**src/rtl/unicode_range_list_parser_core_macros.svh**
```systemverilog
// ----------------------------------------------------------------------------
// Unicode-range list parser assertion macros
// Assertion macros used by the RTL of the unicode-range list parser.
// Each macro expects a clock named clk and an active-low reset named rst_n.
// ----------------------------------------------------------------------------
`ifndef UNICODE_RANGE_LIST_PARSER_CORE_MACROS_SVH
`define UNICODE_RANGE_LIST_PARSER_CORE_MACROS_SVH

// The consequent must hold in the same cycle as the antecedent.
`define URLP_ASSERT_SAME(label, ante, cons, msg) \
    label: assert property (@(posedge clk) disable iff (!rst_n) (ante) |-> (cons)) \
        else $error(msg);

// The consequent must hold in the cycle after the antecedent.
`define URLP_ASSERT_NEXT(label, ante, cons, msg) \
    label: assert property (@(posedge clk) disable iff (!rst_n) (ante) |=> (cons)) \
        else $error(msg);

`endif

```
**src/rtl/urlp_pkg.sv**
```systemverilog
// ----------------------------------------------------------------------------
// Unicode-range list parser package
// Request and result types, parse phases, character codes and the helper
// functions that classify one byte of the list text.
// ----------------------------------------------------------------------------
package urlp_pkg;

    // Widths and limits.
    localparam int unsigned ACC_W      = 24;
    localparam int unsigned CP_W       = 21;
    localparam int unsigned CNT_W      = 3;
    localparam logic [CNT_W-1:0] MAX_DIGITS = 3'd6;
    localparam logic [ACC_W-1:0] CP_MAX     = 24'h10FFFF;
    localparam logic [3:0]       NIBBLE_F   = 4'hF;

    // Character codes of the grammar.
    localparam logic [7:0] CH_COMMA = 8'h2C;
    localparam logic [7:0] CH_PLUS  = 8'h2B;
    localparam logic [7:0] CH_DASH  = 8'h2D;
    localparam logic [7:0] CH_QMARK = 8'h3F;
    localparam logic [7:0] CH_UPPER_U = 8'h55;
    localparam logic [7:0] CH_LOWER_U = 8'h75;
    localparam logic [7:0] CH_SPACE = 8'h20;
    localparam logic [7:0] CH_TAB   = 8'h09;
    localparam logic [7:0] CH_CR    = 8'h0D;

    // Parse phases of one part.
    typedef enum logic [2:0] {
        PH_LEAD  = 3'd0,
        PH_GOTU  = 3'd1,
        PH_START = 3'd2,
        PH_END   = 3'd3,
        PH_TRAIL = 3'd4
    } urlp_phase_t;

    // One request: a byte of the list and its end flag.
    typedef struct packed {
        logic [7:0] ch;
        logic       last_char;
    } urlp_in_t;

    // One result: a closed part of the list.
    typedef struct packed {
        logic            part_valid;
        logic [CP_W-1:0] range_low;
        logic [CP_W-1:0] range_high;
        logic            last_part;
    } urlp_out_t;

    // Decoded hex digit with a flag that the byte is one.
    typedef struct packed {
        logic       is_hex;
        logic [3:0] value;
    } urlp_hex_t;

    // ASCII whitespace: space, tab, LF, VT, FF and CR.
    function automatic logic urlp_is_ws(input logic [7:0] c);
        return (c == CH_SPACE) || ((c >= CH_TAB) && (c <= CH_CR));
    endfunction

    // Hex digit decode for 0-9, a-f and A-F.
    function automatic urlp_hex_t urlp_hex(input logic [7:0] c);
        urlp_hex_t r;
        r.is_hex = 1'b1;
        r.value  = 4'h0;
        if ((c >= 8'h30) && (c <= 8'h39)) begin
            r.value = c[3:0];
        end else if (((c >= 8'h61) && (c <= 8'h66)) || ((c >= 8'h41) && (c <= 8'h46))) begin
            r.value = c[3:0] + 4'd9;
        end else begin
            r.is_hex = 1'b0;
        end
        return r;
    endfunction

endpackage

```
**src/rtl/unicode_range_list_parser_core.sv**
```systemverilog
// An accepted request goes into the input register, then the parse logic writes
// the result of a part-closing byte into the result register.
// Throughput: one byte per cycle, except where a stall holds the stage.
// Only a closing byte waits while the result register holds an untaken result.
// Reset (rst_n low, asynchronous) empties both registers and returns the part
// state to the leading-whitespace phase with all accumulators cleared.
// ----------------------------------------------------------------------------
// Unicode-range list parser core
// Parses a comma-separated unicode-range list one byte per cycle while no closing byte stalls,
// and emits one result per closed part with its validity and low and high code points.
// ----------------------------------------------------------------------------
`include "unicode_range_list_parser_core_macros.svh"

module unicode_range_list_parser_core
    import urlp_pkg::*;
(
    input  logic      clk,
    input  logic      rst_n,
    input  logic      in_valid,
    output logic      in_ready,
    input  urlp_in_t  in_data,
    output logic      out_valid,
    input  logic      out_ready,
    output urlp_out_t out_data
);

    // Input register.
    logic     in_valid_reg, in_valid_next;
    urlp_in_t in_data_reg;

    // Part state.
    urlp_phase_t      phase_reg, phase_next;
    logic [ACC_W-1:0] low_acc_reg, low_acc_next;
    logic [ACC_W-1:0] high_acc_reg, high_acc_next;
    logic [ACC_W-1:0] end_acc_reg, end_acc_next;
    logic [CNT_W-1:0] digit_count_reg, digit_count_next;
    logic [CNT_W-1:0] end_digit_count_reg, end_digit_count_next;
    logic             wildcard_seen_reg, wildcard_seen_next;
    logic             part_error_reg, part_error_next;

    // Result register.
    logic      out_valid_reg, out_valid_next;
    urlp_out_t out_data_reg, out_data_next;

    // State after the current byte is taken, before any close.
    urlp_phase_t      tk_phase;
    logic [ACC_W-1:0] tk_low, tk_high, tk_end;
    logic [CNT_W-1:0] tk_dc, tk_edc;
    logic             tk_wild, tk_err;

    logic             closes;
    logic             advance;
    logic [7:0]       c;
    urlp_hex_t        hx;
    logic             ws;
    logic             ok;
    logic [ACC_W-1:0] hi_sel;

    assign c      = in_data_reg.ch;
    assign hx     = urlp_hex(c);
    assign ws     = urlp_is_ws(c);
    assign closes = (c == CH_COMMA) || in_data_reg.last_char;

    // The stage moves on unless a closing byte meets an untaken result.
    assign advance  = in_valid_reg && (!closes || !out_valid_reg || out_ready);
    assign in_ready = !in_valid_reg || advance;

    // Take one byte into the part state, following the grammar of the phase.
    always_comb
    begin
        tk_phase = phase_reg;
        tk_low   = low_acc_reg;
        tk_high  = high_acc_reg;
        tk_end   = end_acc_reg;
        tk_dc    = digit_count_reg;
        tk_edc   = end_digit_count_reg;
        tk_wild  = wildcard_seen_reg;
        tk_err   = part_error_reg;
        if ((c != CH_COMMA) && !part_error_reg)
        begin
            case (phase_reg)
                PH_LEAD:
                begin
                    if ((c == CH_UPPER_U) || (c == CH_LOWER_U))
                    begin
                        tk_phase = PH_GOTU;
                    end
                    else if (!ws)
                    begin
                        tk_err = 1'b1;
                    end
                end
                PH_GOTU:
                begin
                    if (c == CH_PLUS)
                    begin
                        tk_phase = PH_START;
                    end
                    else
                    begin
                        tk_err = 1'b1;
                    end
                end
                PH_START:
                begin
                    if (hx.is_hex)
                    begin
                        if (wildcard_seen_reg || (digit_count_reg >= MAX_DIGITS))
                        begin
                            tk_err = 1'b1;
                        end
                        else
                        begin
                            tk_low  = {low_acc_reg[ACC_W-5:0], hx.value};
                            tk_high = {high_acc_reg[ACC_W-5:0], hx.value};
                            tk_dc   = digit_count_reg + 3'd1;
                        end
                    end
                    else if (c == CH_QMARK)
                    begin
                        if (digit_count_reg >= MAX_DIGITS)
                        begin
                            tk_err = 1'b1;
                        end
                        else
                        begin
                            tk_wild = 1'b1;
                            tk_low  = {low_acc_reg[ACC_W-5:0], 4'h0};
                            tk_high = {high_acc_reg[ACC_W-5:0], NIBBLE_F};
                            tk_dc   = digit_count_reg + 3'd1;
                        end
                    end
                    else if (c == CH_DASH)
                    begin
                        if (wildcard_seen_reg || (digit_count_reg == '0))
                        begin
                            tk_err = 1'b1;
                        end
                        else
                        begin
                            tk_phase = PH_END;
                        end
                    end
                    else if (ws)
                    begin
                        // Leaving the digits: at least one must have come.
                        if (digit_count_reg == '0)
                        begin
                            tk_err = 1'b1;
                        end
                        tk_phase = PH_TRAIL;
                    end
                    else
                    begin
                        tk_err = 1'b1;
                    end
                end
                PH_END:
                begin
                    if (hx.is_hex)
                    begin
                        if (end_digit_count_reg >= MAX_DIGITS)
                        begin
                            tk_err = 1'b1;
                        end
                        else
                        begin
                            tk_end = {end_acc_reg[ACC_W-5:0], hx.value};
                            tk_edc = end_digit_count_reg + 3'd1;
                        end
                    end
                    else if (ws)
                    begin
                        if (end_digit_count_reg == '0)
                        begin
                            tk_err = 1'b1;
                        end
                        tk_phase = PH_TRAIL;
                    end
                    else
                    begin
                        tk_err = 1'b1;
                    end
                end
                default:
                begin
                    if (!ws)
                    begin
                        tk_err = 1'b1;
                    end
                end
            endcase
        end
    end

    // Next part state: cleared after a close, else the taken state.
    always_comb
    begin
        phase_next           = phase_reg;
        low_acc_next         = low_acc_reg;
        high_acc_next        = high_acc_reg;
        end_acc_next         = end_acc_reg;
        digit_count_next     = digit_count_reg;
        end_digit_count_next = end_digit_count_reg;
        wildcard_seen_next   = wildcard_seen_reg;
        part_error_next      = part_error_reg;
        if (advance && closes)
        begin
            phase_next           = PH_LEAD;
            low_acc_next         = '0;
            high_acc_next        = '0;
            end_acc_next         = '0;
            digit_count_next     = '0;
            end_digit_count_next = '0;
            wildcard_seen_next   = 1'b0;
            part_error_next      = 1'b0;
        end
        else if (advance)
        begin
            phase_next           = tk_phase;
            low_acc_next         = tk_low;
            high_acc_next        = tk_high;
            end_acc_next         = tk_end;
            digit_count_next     = tk_dc;
            end_digit_count_next = tk_edc;
            wildcard_seen_next   = tk_wild;
            part_error_next      = tk_err;
        end
    end

    // Result of the part closed by this byte, with bound checks and clamp.
    always_comb
    begin
        hi_sel = (tk_edc != '0) ? tk_end : tk_high;
        ok = !tk_err && (tk_dc != '0) &&
             ((tk_phase == PH_START) || (tk_phase == PH_END) || (tk_phase == PH_TRAIL));
        if ((tk_phase == PH_END) && (tk_edc == '0))
        begin
            ok = 1'b0;
        end
        if ((tk_low > hi_sel) || (tk_low > CP_MAX))
        begin
            ok = 1'b0;
        end
        out_data_next.part_valid = ok;
        out_data_next.last_part  = in_data_reg.last_char;
        out_data_next.range_low  = ok ? tk_low[CP_W-1:0] : '0;
        if (!ok)
        begin
            out_data_next.range_high = '0;
        end
        else if (hi_sel > CP_MAX)
        begin
            out_data_next.range_high = CP_MAX[CP_W-1:0];
        end
        else
        begin
            out_data_next.range_high = hi_sel[CP_W-1:0];
        end
    end

    // Handshake bookkeeping of both registers.
    assign in_valid_next  = (in_valid && in_ready) || (in_valid_reg && !advance);
    assign out_valid_next = (out_valid_reg && !out_ready) || (advance && closes);

    // Control registers.
    always_ff @(posedge clk or negedge rst_n)
    begin
        if (!rst_n)
        begin
            in_valid_reg        <= 1'b0;
            out_valid_reg       <= 1'b0;
            phase_reg           <= PH_LEAD;
            low_acc_reg         <= '0;
            high_acc_reg        <= '0;
            end_acc_reg         <= '0;
            digit_count_reg     <= '0;
            end_digit_count_reg <= '0;
            wildcard_seen_reg   <= 1'b0;
            part_error_reg      <= 1'b0;
        end
        else
        begin
            in_valid_reg        <= in_valid_next;
            out_valid_reg       <= out_valid_next;
            phase_reg           <= phase_next;
            low_acc_reg         <= low_acc_next;
            high_acc_reg        <= high_acc_next;
            end_acc_reg         <= end_acc_next;
            digit_count_reg     <= digit_count_next;
            end_digit_count_reg <= end_digit_count_next;
            wildcard_seen_reg   <= wildcard_seen_next;
            part_error_reg      <= part_error_next;
        end
    end

    // Payload registers.
    always_ff @(posedge clk)
    begin
        if (in_valid && in_ready)
        begin
            in_data_reg <= in_data;
        end
        if (advance && closes)
        begin
            out_data_reg <= out_data_next;
        end
    end

    assign out_valid = out_valid_reg;
    assign out_data  = out_data_reg;

    // Assertions.
    `URLP_ASSERT_SAME(a_invalid_zero, out_valid_reg && !out_data_reg.part_valid,
        (out_data_reg.range_low == '0) && (out_data_reg.range_high == '0),
        "invalid part carries a nonzero range")
    `URLP_ASSERT_SAME(a_valid_order, out_valid_reg && out_data_reg.part_valid,
        (out_data_reg.range_low <= out_data_reg.range_high) &&
        ({3'b000, out_data_reg.range_high} <= CP_MAX),
        "valid part has low above high or high above the code point limit")
    `URLP_ASSERT_NEXT(a_close_clears, advance && closes,
        (phase_reg == PH_LEAD) && (digit_count_reg == '0) && !part_error_reg,
        "part state not cleared after a close")
    `URLP_ASSERT_SAME(a_count_limit, 1'b1,
        (digit_count_reg <= MAX_DIGITS) && (end_digit_count_reg <= MAX_DIGITS),
        "digit count beyond the limit")

endmodule

```
**config.mk**
```make
export PLATFORM = sky130hd
export DESIGN_NAME = unicode_range_list_parser_core
export DESIGN_NICKNAME = d
export VERILOG_FILES = /design/src/rtl/urlp_pkg.sv /design/src/rtl/unicode_range_list_parser_core.sv
export VERILOG_INCLUDE_DIRS = /design/src /design/src/rtl
export SDC_FILE = /design/constraint.sdc
export NUM_CORES = 1
export LEC_CHECK = 0
export BUFFER_PORTS_ARGS = -buffer_cell sky130_fd_sc_hd__buf_2
export CORE_AREA = 2 2 120 122
export CTS_BUF_LIST = sky130_fd_sc_hd__clkbuf_2 sky130_fd_sc_hd__clkbuf_4 sky130_fd_sc_hd__clkbuf_8
export CTS_CLUSTER_SIZE = 40
export DETAILED_ROUTE_END_ITERATION = 8
export DIE_AREA = 0 0 122 124
export GPL_ROUTABILITY_DRIVEN = 0
export PLACE_DENSITY = 0.78
export SLEW_MARGIN = 20
export SYNTH_ARGS = -nofsm -noshare
export SYNTH_HDL_FRONTEND = slang
export SYNTH_SLANG_ARGS = --single-unit
```
**constraint.sdc**
```tcl
create_clock -name clk -period 4.8 [get_ports clk]
set_input_delay 0.72 -clock clk [delete_from_list [all_inputs] [get_ports clk]]
set_output_delay 0.72 -clock clk [all_outputs]
set_load 0.02 [all_outputs]
```
==> results of run 1 <==
-- worst max-delay path by stage --
stage,from,to,slack (ns),cells after the start
global placement,c[0],out_data[24],-0.03,15
CTS,c[1],out_data[41],0.007,19
floorplan,c[0],out_data[19],0.23,20
global route,c[0],out_data[17],-0.12,18
finish,c[0],out_data[17],0.02,18
detailed placement,c[0],out_data[24],-0.18,15
-- worst max-delay path, cell delays in order, from the launching register on --
cell and delay, ns:
edfxtp_1 0.44, inv_1 0.09, ha_2 0.20, or3b_4 0.41
and3_4 0.21, o211ai_4 0.21, mux2i_2 0.30, nand2_2 0.19
buf_12 0.19, mux2_2 0.30, ha_1 0.32, a21oi_1 0.17
o21ai_1 0.08, a22o_1 0.24, or3_4 0.34, o32ai_4 0.14
nand4_4 0.22, buf_12 0.22, nor4b_2 0.28
-- final cells by class --
class,instances,share of cell area [%]
Timing Repair Buffer,101,8.10
Multi-Input combinational cell,496,43.6
Inverter,31,1.26
Tap cell,180,2.45
Clock buffer,20,2.92
Sequential cell,138,40.4
Clock inverter,12,1.34
-- logic make-up (layout without fill, tap and decap cells) --
| group | count (synthesis) | in the layout |
|---|---|---|
| DFF | 138 | 138 |
| and+or+nand+nor | 182 | 182 |
| muxes | 88 | 88 |
| buffers and inverters | 74 | 164 |
| AOI/OAI and AO/OA | 193 | 193 |
| adders and majority gates | 33 | 33 |
-- per-layer routing --
metal  vias up  wire length, um
li1       2841                -
met1      3180             8600
met2       331            10200
met3        47             1630
met4         0              615
met5         -                0
-- placed cells by master (no fill, tap or decap), types with 5 or more instances in the layout --
| cell | Yosys | layout |
|---|---|---|
| dfrtp_1 | 85 | 85 |
| mux2i_1 | 60 | 57 |
| buf_2 | 14 | 57 |
| nand2_1 | 57 | 56 |
| edfxtp_1 | 53 | 53 |
| a22o_1 | 49 | 49 |
| buf_4 | 5 | 32 |
| inv_1 | 31 | 30 |
| ha_1 | 33 | 29 |
| a21oi_1 | 33 | 28 |
| nor3_1 | 39 | 24 |
| mux2_2 | 14 | 22 |
| o21ai_1 | 22 | 22 |
| nor2_1 | 26 | 21 |
| o21ai_0 | 22 | 21 |
| clkbuf_8 | 0 | 19 |
| a211oi_1 | 22 | 14 |
| nor3_2 | 0 | 14 |
| a211oi_2 | 0 | 8 |
| nand2b_1 | 7 | 7 |
| nand3_1 | 7 | 6 |
| a21oi_2 | 1 | 6 |
| a21o_1 | 6 | 6 |
| nand4_1 | 5 | 5 |
| nor2_2 | 1 | 5 |
| mux2_1 | 13 | 5 |
| buf_12 | 0 | 5 |
-- repair_timing --
| item | CTS | global route |
|---|---|---|
| pin swaps | 1 | 14 |
| resized for setup | 7 | 65 |
| setup buffers | 3 | 8 |
| cloned | 1 | 3 |
| setup endpoints to repair | 23 | 43 |
-- power groups by stage --
stage	combinational [W]	sequential [W]	clock [W]
after floorplan	0.0000692	0.00131	0
after global routing	0.000171	0.00127	0.000999
after CTS	0.000154	0.00126	0.000947
final	0.000158	0.00126	0.000937
after detailed placement	0.000152	0.00129	0
after global placement	0.000148	0.00129	0
-- metrics by stage --
step                      power, W  TNS [ns]  instances  worst slack [ns]
final                      0.00236         0        978            0.0227
after global routing       0.00244     -1.71        978            -0.124
after CTS                  0.00236         0        968           0.00679
after detailed placement   0.00144    -0.501        932            -0.175
after global placement     0.00143   -0.0296        932           -0.0296
after floorplan            0.00138         0        708             0.235
==> impl_results.md, run 1 <==
- First-pass GRT wire length: 31.8 mm
- Reg2reg setup slack: 0.02 ns
- Synthesized flop and latch total: 138
- Final #Nets: 831
- Worst slew pin tran: 1.44 ns
- Total Routed Length: 21.0 mm
- Register area: 3720 um^2
- Internal Power: 0.00178 W
- Leak pwr: 4.24 nW
- Grt ovf: 0
- Post-synthesis sequential area ratio: 48.1%
- Synth Cell Area: 7740 um^2
- Status: finished, final reports clean
- CTS root buf: clkbuf_8
- # hold bufs at CTS: 0
- Synth cell count leaders: dfrtp_1 (85), mux2i_1 (60), nand2_1 (57), edfxtp_1 (53), a22o_1 (49)
- Synth top area share: 27.5%
- Maximum root-to-sink buffer count: 2
- Post-DP HPWL: 13.9 mm
- PwrDens: 256 nW/um^2
- Antenna violations before repair: 0
- # rows: 43
- Ranking of synthesized cells by area: dfrtp_1 (27%), edfxtp_1 (21%), mux2i_1 (7.8%)
- DRT iter0 DRCs: 783
- Req. time, crit path: 5.06 ns
- Max Slew Vio Count: 0
- Switch Pwr: 0.000579 W
- Most Crowded Layer GR: met2
- Sequential power share: 53.6%
- Synthesis-to-layout area growth: 19.1%
- Crit share post-route: 99.5%
- Clock Skew: 0.0121 ns
- DR vias/cell: 6.54
- All-Layer GR Usage: 27.6%
- Final core occ: 67.1%
- Logic pwr share: 6.7%
- Routed via count: 6399
- IO Count: 59
- Initial Util: 56.4%
- Largest net degree at the start of global routing: 86
- Critical path class: reg -> reg
- Largest family of logic cells by synthesized area: compound AO/OA/AOI/OAI gates
- Total of max-cap violations: 0
- Cells on worst reg2reg path: 18
- Total clock sinks: 138
- Clock power share: 39.7%
- Syn Inst Count: 708
- Worst slew margin: 3.74%
- Met2 usage: 43.6%
- Post-synthesis simple-gate area fraction: 12.4%
- Synthesized-area fraction occupied by adder cells: 5.34%
- Hold Crit Class: in -> async
- Post-synthesis compound-gate area fraction: 18.1%
- Multi-input gate area: 4010 um^2
- CTS tree: done
- Post-synth EDFFs: 53
- CP endpoint kind: flip-flop
- Share of layout cells above drive strength 1: 27.8%
- Maximum clock frequency: 0.209 GHz
- Crit-path max FO: 11
- Initial DRT Pass Iterations: 5
- Final setup viols: 0
- Core area: 13700 um^2
- WHS: 0.301 ns
- Die Footprint: 15100 um^2
- Cell variety after synth: 75
- Maximum VDD drop: 212 uV
- M1 GR Usage: 36.6%
- Top FF cell, synth: dfrtp_1
- N_diodes: 0
- Post-Synth XOR/XNOR Area: 0%
- Warnings from Yosys: 0
- Final count of hold timing violations: 0
- Dpl cell area: 8330 um^2
- Net Count, Synth: 754
- Met3 Use GR: 6.64%
- Fillers: 1000
- Clk slew on worst S/H paths: 0.07 ns
- PortBufs: 58
- Routed len/inst: 21.5 um
- Worst skew pair latency: 0.47 ns
- ANT nets after route: 0
- Die W: 122 um
- Period minus WS final: 4.78 ns
- Startpoint types: flip-flop
- Crit path arrival time: 5.04 ns
- Leading area contributor after synthesis: dfrtp_1
- Avg Cell Area, Syn: 10.9 um^2
- Mux contribution to synthesized area: 11.9%
- Ys async rst share: 61.6%
- Post-route DRC violation count: 0
- Htree depth: 4
- FF-to-FF End: out_data[17]
- Design area: 9210 um^2
- TritonCTS buffer count: 17
- R2r startpoint: c[0]
- Vias in the first global route: 6051
- Most common cell in the netlist: dfrtp_1
- Net Sw Frac: 24.5%
- Die height: 124 um
- Max reg flops: 44
Power figures use the tool's default switching activity.
==> run 2, diff against run 1 <==
--- a/config.mk
+++ b/config.mk
@@ -13,6 +13,7 @@
 export DETAILED_ROUTE_END_ITERATION = 8
 export DIE_AREA = 0 0 122 124
 export GPL_ROUTABILITY_DRIVEN = 0
+export MAX_ROUTING_LAYER = met4
 export PLACE_DENSITY = 0.78
 export SLEW_MARGIN = 20
 export SYNTH_ARGS = -nofsm -noshare
==> impl_results.md, run 2 (synthesis gave the netlist of run 1 again) <==
- Final #Nets: 833 (+0.24%)
- # hold bufs at CTS: 0 (unchanged)
- Setup TNS: -0.122 ns (-0.122 ns)
- Maximum clock frequency: 0.203 GHz (-2.9%)
- Status: finished with violations
- Leak pwr: 4.26 nW (+0.50%)
- Most common cell after layout, fill and taps aside: dfrtp_1
- CTS tree: done
- Finished Layout Cells: 980 (+0.20%)
- Failing checks: negative setup slack
- Die W: 122 um (unchanged)
- Max reg flops: 44 (unchanged)
- Die height: 124 um (unchanged)
- Initial Util: 56.4% (unchanged)
- Initial DRT Pass Iterations: 6 (+1)
- Dpl cell area: 8330 um^2 (unchanged)
- Period minus WS final: 4.92 ns (+0.144 ns)
- IO Count: 59 (unchanged)
- Clock Skew: 0.0146 ns (+0.00243 ns)
- Vias in the first global route: 6044 (-0.12%)
- All-Layer GR Usage: 28.4% (+0.81 points)
- Worst slew margin: 7.46% (+3.7 points)
- DRT iter0 DRCs: 771 (-1.5%)
- Cells after DPL: 932 (unchanged)
- Maximum VDD drop: 212 uV (-0.25%)
- CTS root buf: clkbuf_8
- Routed via count: 6439 (+0.63%)
- Multi-input gate area: 4150 um^2 (+3.6%)
- N_diodes: 0 (unchanged)
- Share of layout cells above drive strength 1: 29.8% (+1.9 points)
- ANT nets after route: 0 (unchanged)
- Worst skew pair latency: 0.47 ns (about the same)
- Design area: 9380 um^2 (+1.8%)
- Tot Pwr: 0.00237 W (+0.46%)
- Maximum root-to-sink buffer count: 2 (unchanged)
- Hold Crit Class: in -> async
- Total clock sinks: 138 (unchanged)
- PortBufs: 58 (unchanged)
- Crit-path max FO: 7 (-4)
- Routed len/inst: 21.6 um (+0.45%)
- Core area: 13700 um^2 (unchanged)
- Die Footprint: 15100 um^2 (unchanged)
- Max Slew Vio Count: 0 (unchanged)
- Startpoint types: flip-flop
- Synthesis-to-layout area growth: 21.3%
- Largest net degree at the start of global routing: 86 (unchanged)
- Register area: 3720 um^2 (unchanged)
- Crit path arrival time: 5.16 ns (+0.12 ns)
- Total of max-cap violations: 0 (unchanged)
- Antenna violations before repair: 0 (unchanged)
- CP endpoint kind: flip-flop
- Worst slew pin tran: 1.38 ns (-0.0557 ns)
- Final setup viols: 1 (+1)
- DR vias/cell: 6.57 (+0.42%)
- TritonCTS buffer count: 17 (unchanged)
- PwrDens: 253 nW/um^2 (-1.4%)
- Leading cell types in the layout, fill and taps excluded: dfrtp_1 (85), buf_2 (57), mux2i_1 (55), nand2_1 (55), edfxtp_1 (53)
- Clk slew on worst S/H paths: 0.08 ns (about the same)
- Critical path class: reg -> reg
- Fillers: 955 (-4.5%)
- WHS: 0.304 ns (+0.00328 ns)
- Crit share post-route: 103% (+3.0 points)
- Grt ovf: 0 (unchanged)
- Post-route DRC violation count: 0 (unchanged)
- Req. time, crit path: 5.03 ns (-0.03 ns)
- Post-DP HPWL: 13.9 mm (unchanged)
- Total Routed Length: 21.2 mm (+0.65%)
- First-pass GRT wire length: 31.7 mm (-0.15%)
- PnR worst setup slack: -0.122 ns (-0.144 ns)
- Final count of hold timing violations: 0 (unchanged)
- Htree depth: 4 (unchanged)
- # rows: 43 (unchanged)
## run 2: cell count changes in the layout (fill, tap and decap cells not counted), sizes merged
| cell | before | now |
|---|---|---|
| buf | 98 | 99 |
| clkbuf | 23 | 24 |
## run 2: what timing repair did
item / CTS / global route
cloned: 1 / 4
resized for setup: 7 / 83
buffers inserted: 3 / 9
pin swaps: 1 / 18
endpoints found under the setup margin: 23 / 43
## run 2: critical path, stage by stage, from the launching register on
cell and delay [ns]:
edfxtp_1 0.44, inv_1 0.09, ha_2 0.20, or3b_4 0.41
and3_4 0.21, o211ai_4 0.20, mux2i_2 0.30, nand2_2 0.19
clkbuf_16 0.22, mux2_2 0.33, ha_1 0.23, a21oi_2 0.16
o21ai_0 0.14, a22o_1 0.22, or3_4 0.34, o32ai_4 0.14
nand4_4 0.25, buf_12 0.22, a211oi_1 0.37
## run 2: area by class of cell
type,instances,share of cell area [%]
clock buffers,20,2.87
clock inverters,12,1.32
multi-input cells,496,44.3
repair buffers,103,8.24
inverters,31,1.24
flip-flops and latches,138,39.6
well taps,180,2.40
## run 2: final timing paths
kind	to	from	cells past startpoint	slack [ns]
max	out_data[16]	c[0]	18	-0.12
min	high_acc_reg[16]	rst_n	1	0.30
max reg2reg	out_data[16]	c[0]	18	-0.12
min reg2reg	out_data[0]	in_data_reg[0]	0	0.46
max in group asynchronous	phase_reg[0]	rst_n	1	3.94
min in group clk	c[4]	in_data[5]	1	0.43
## run 2: report_power, final
group          switching [W]  total, W  internal [W]
logic               0.000114  0.000158     0.0000435
clock network       0.000459  0.000949      0.000489
registers          0.0000165   0.00126       0.00125
## run 2: per-stage QoR
step	setup slack (ns)	util, %
floorplan	0.235	-
global placement	-0.0296	60.7
detailed placement	-0.175	60.7
CTS	0.00679	64.1
global route	-0.229	68.4
finish	-0.122	68.4
## run 2: per-layer routing
metal | track usage (%) | part of all wire, % | up-vias
met1 | 36.7 | 41 | 3192
met3 | 6.46 | 8.2 | 55
met4 | 11.4 | 2.9 | 0
li1 | - | - | 2853
met2 | 43.6 | 48 | 339
met5 | - | 0 | -
==> run 3, diff against run 2 <==
--- a/config.mk
+++ b/config.mk
@@ -7,14 +7,13 @@
 export NUM_CORES = 1
 export LEC_CHECK = 0
 export BUFFER_PORTS_ARGS = -buffer_cell sky130_fd_sc_hd__buf_2
-export CORE_AREA = 2 2 120 122
+export CORE_AREA = 2 2 152 154
 export CTS_BUF_LIST = sky130_fd_sc_hd__clkbuf_2 sky130_fd_sc_hd__clkbuf_4 sky130_fd_sc_hd__clkbuf_8
 export CTS_CLUSTER_SIZE = 40
 export DETAILED_ROUTE_END_ITERATION = 8
-export DIE_AREA = 0 0 122 124
+export DIE_AREA = 0 0 154 156
 export GPL_ROUTABILITY_DRIVEN = 0
 export MAX_ROUTING_LAYER = met4
-export PLACE_DENSITY = 0.78
 export SLEW_MARGIN = 20
 export SYNTH_ARGS = -nofsm -noshare
 export SYNTH_HDL_FRONTEND = slang
==> impl_results.md, run 3 (synthesis gave the netlist of run 1 again) <==
- Status: finished, final reports clean
- Die Footprint: 24000 um^2 (+59%)
- Initial DRT Pass Iterations: 4 (-2)
- # hold bufs at CTS: 0 (unchanged)
- Setup TNS: 0 ns (+0.122 ns)
- CP top delay family: simple AND/OR/NAND/NOR gates
- Routed len/inst: 19.3 um (-11%)
- Clock Skew: 0.0156 ns (+0.00104 ns)
- Worst skew pair latency: 0.46 ns (about the same)
- Leak pwr: 4.24 nW (-0.45%)
- Htree depth: 4 (unchanged)
- CTS root buf: clkbuf_8
- Post-route DRC violation count: 0 (unchanged)
- CP max stage cell: edfxtp_1
- Die height: 156 um (+26%)
- Final setup viols: 0 (-1)
- PortBufs: 58 (unchanged)
- # rows: 55 (+28%)
- Hold Crit Class: in -> async
- Crit-path max FO: 30 (+23)
- Worst slew margin: 23.3% (+16 points)
- Synthesis-to-layout area growth: 19.0%
- Startpoint types: flip-flop
- Antenna violations before repair: 0 (unchanged)
- DRT iter0 DRCs: 448 (-42%)
- Total clock sinks: 138 (unchanged)
- Clk slew on worst S/H paths: 0.08 ns (about the same)
- Most common cell after layout, fill and taps aside: dfrtp_1
- Leading cell types in the layout, fill and taps excluded: dfrtp_1 (85), mux2i_1 (58), buf_2 (57)
- Final #Nets: 832 (-0.12%)
- DR vias/cell: 5.51 (-16%)
- Grt ovf: 0 (unchanged)
- Period minus WS final: 4.61 ns (-0.308 ns)
- Routed via count: 5969 (-7.3%)
- Initial Util: 34.6% (-22 points)
- Share of layout cells above drive strength 1: 23.9% (-5.8 points)
- All-Layer GR Usage: 17.7% (-11 points)
- Max Slew Vio Count: 0 (unchanged)
- CP max stage delay: 0.43 ns (about the same)
- CTS tree: done
- Total Routed Length: 20.9 mm (-1.2%)
- Core area: 22400 um^2 (+63%)
- First-pass GRT wire length: 32.1 mm (+1.3%)
- Post-DP HPWL: 14.3 mm (+3.1%)
- ANT nets after route: 0 (unchanged)
- Vias in the first global route: 5671 (-6.2%)
- Req. time, crit path: 5.07 ns (+0.04 ns)
- IO Count: 59 (unchanged)
- Final count of hold timing violations: 0 (unchanged)
- Maximum root-to-sink buffer count: 2 (unchanged)
- PwrDens: 264 nW/um^2 (+4.6%)
- Maximum clock frequency: 0.217 GHz (+6.7%)
- CP Buf/Inv Count: 3 (unchanged)
- Design area: 9200 um^2 (-1.9%)
- Worst slew pin tran: 1.15 ns (-0.237 ns)
- Worst path cell trace: inv_2 -> ha_2 -> or3b_4 -> and3_4 -> o211ai_4 -> mux2i_2 -> nand2_2 -> buf_12 -> mux2_1 -> ha_1 -> a21oi_1 -> o21ai_0 -> a22o_1 -> or3_4 -> o32ai_4 -> nand4_4 -> clkbuf_16 -> nor3_1
- Dpl cell area: 8500 um^2 (+2.0%)
- CP endpoint kind: flip-flop
- Critical path class: reg -> reg
- Max reg flops: 44 (unchanged)
- Die W: 154 um (+26%)
- Crit path arrival time: 4.89 ns (-0.27 ns)
- Crit share post-route: 96.1% (-6.4 points)
- Maximum VDD drop: 129 uV (-39%)
- TritonCTS buffer count: 17 (unchanged)
- Fillers: 2130 (+120%)
- Total of max-cap violations: 0 (unchanged)
- N_diodes: 0 (unchanged)
- Largest net degree at the start of global routing: 51 (-41%)
==> run 3: changes by cell type in the layout (fill, tap and decap cells not counted), sizes merged <==
cell / delta
bufinv: +1
clkbuf: +1
buf: -1
clkinv: -2
==> run 3: worst paths after layout <==
path	start	to	slack (ns)	cells past startpoint
min in group clk	in_data[6]	c[5]	0.43	1
worst min-delay path	rst_n	high_acc_reg[16]	0.23	1
max in group asynchronous	rst_n	low_acc_reg[17]	3.50	2
worst min register to register	in_data_reg[0]	out_data[0]	0.47	0
worst max-delay path	c[1]	out_data[42]	0.19	18
worst max register to register	c[1]	out_data[42]	0.19	18
==> run 3: where the power goes <==
group	total (W)	internal (W)	switching [W]
Clock	0.00101	0.000551	0.000459
Sequential	0.00126	0.00125	0.0000165
Combinational	0.000158	0.0000429	0.000116
==> run 3: area by class of cell <==
cell class                 count  area (um^2)  share of cell area (%)
tap                          285          357                    3.87
clock buffer                  21          277                    3.00
timing repair buffer         102          738                    8.02
sequential                   138         3720                    40.4
inverter                      31          116                    1.26
clock inverter                11          145                    1.58
multi-input combinational    496         3850                    41.9
==> run 3: through the flow <==
step / setup slack, ns / utilization (%) / hold WS (ns) / power [W] / instances
floorplan: 0.235 / - / 0.424 / 0.00138 / 708
global placement: -0.113 / 38.0 / 0.433 / 0.00145 / 1042
detailed placement: -0.112 / 38.0 / 0.456 / 0.00145 / 1042
CTS: 0.0393 / 40.0 / 0.250 / 0.00245 / 1074
global route: -0.0289 / 41.2 / 0.264 / 0.00252 / 1084
finish: 0.187 / 41.2 / 0.228 / 0.00243 / 1084
==> run 3: what timing repair did <==
action,in CTS,in global routing
pin swaps,0,11
buffers inserted,0,5
cloned,0,5
setup endpoints to repair,4,43
gates resized for setup,4,32
==> run 3: per-layer routing <==
| layer | track usage [%] | share of wire, % |
|---|---|---|
| met1 | 25.1 | 50 |
| met2 | 26.0 | 44 |
| met3 | 3.64 | 5.2 |
| met4 | 3.96 | 0.89 |
| met5 | - | 0 |
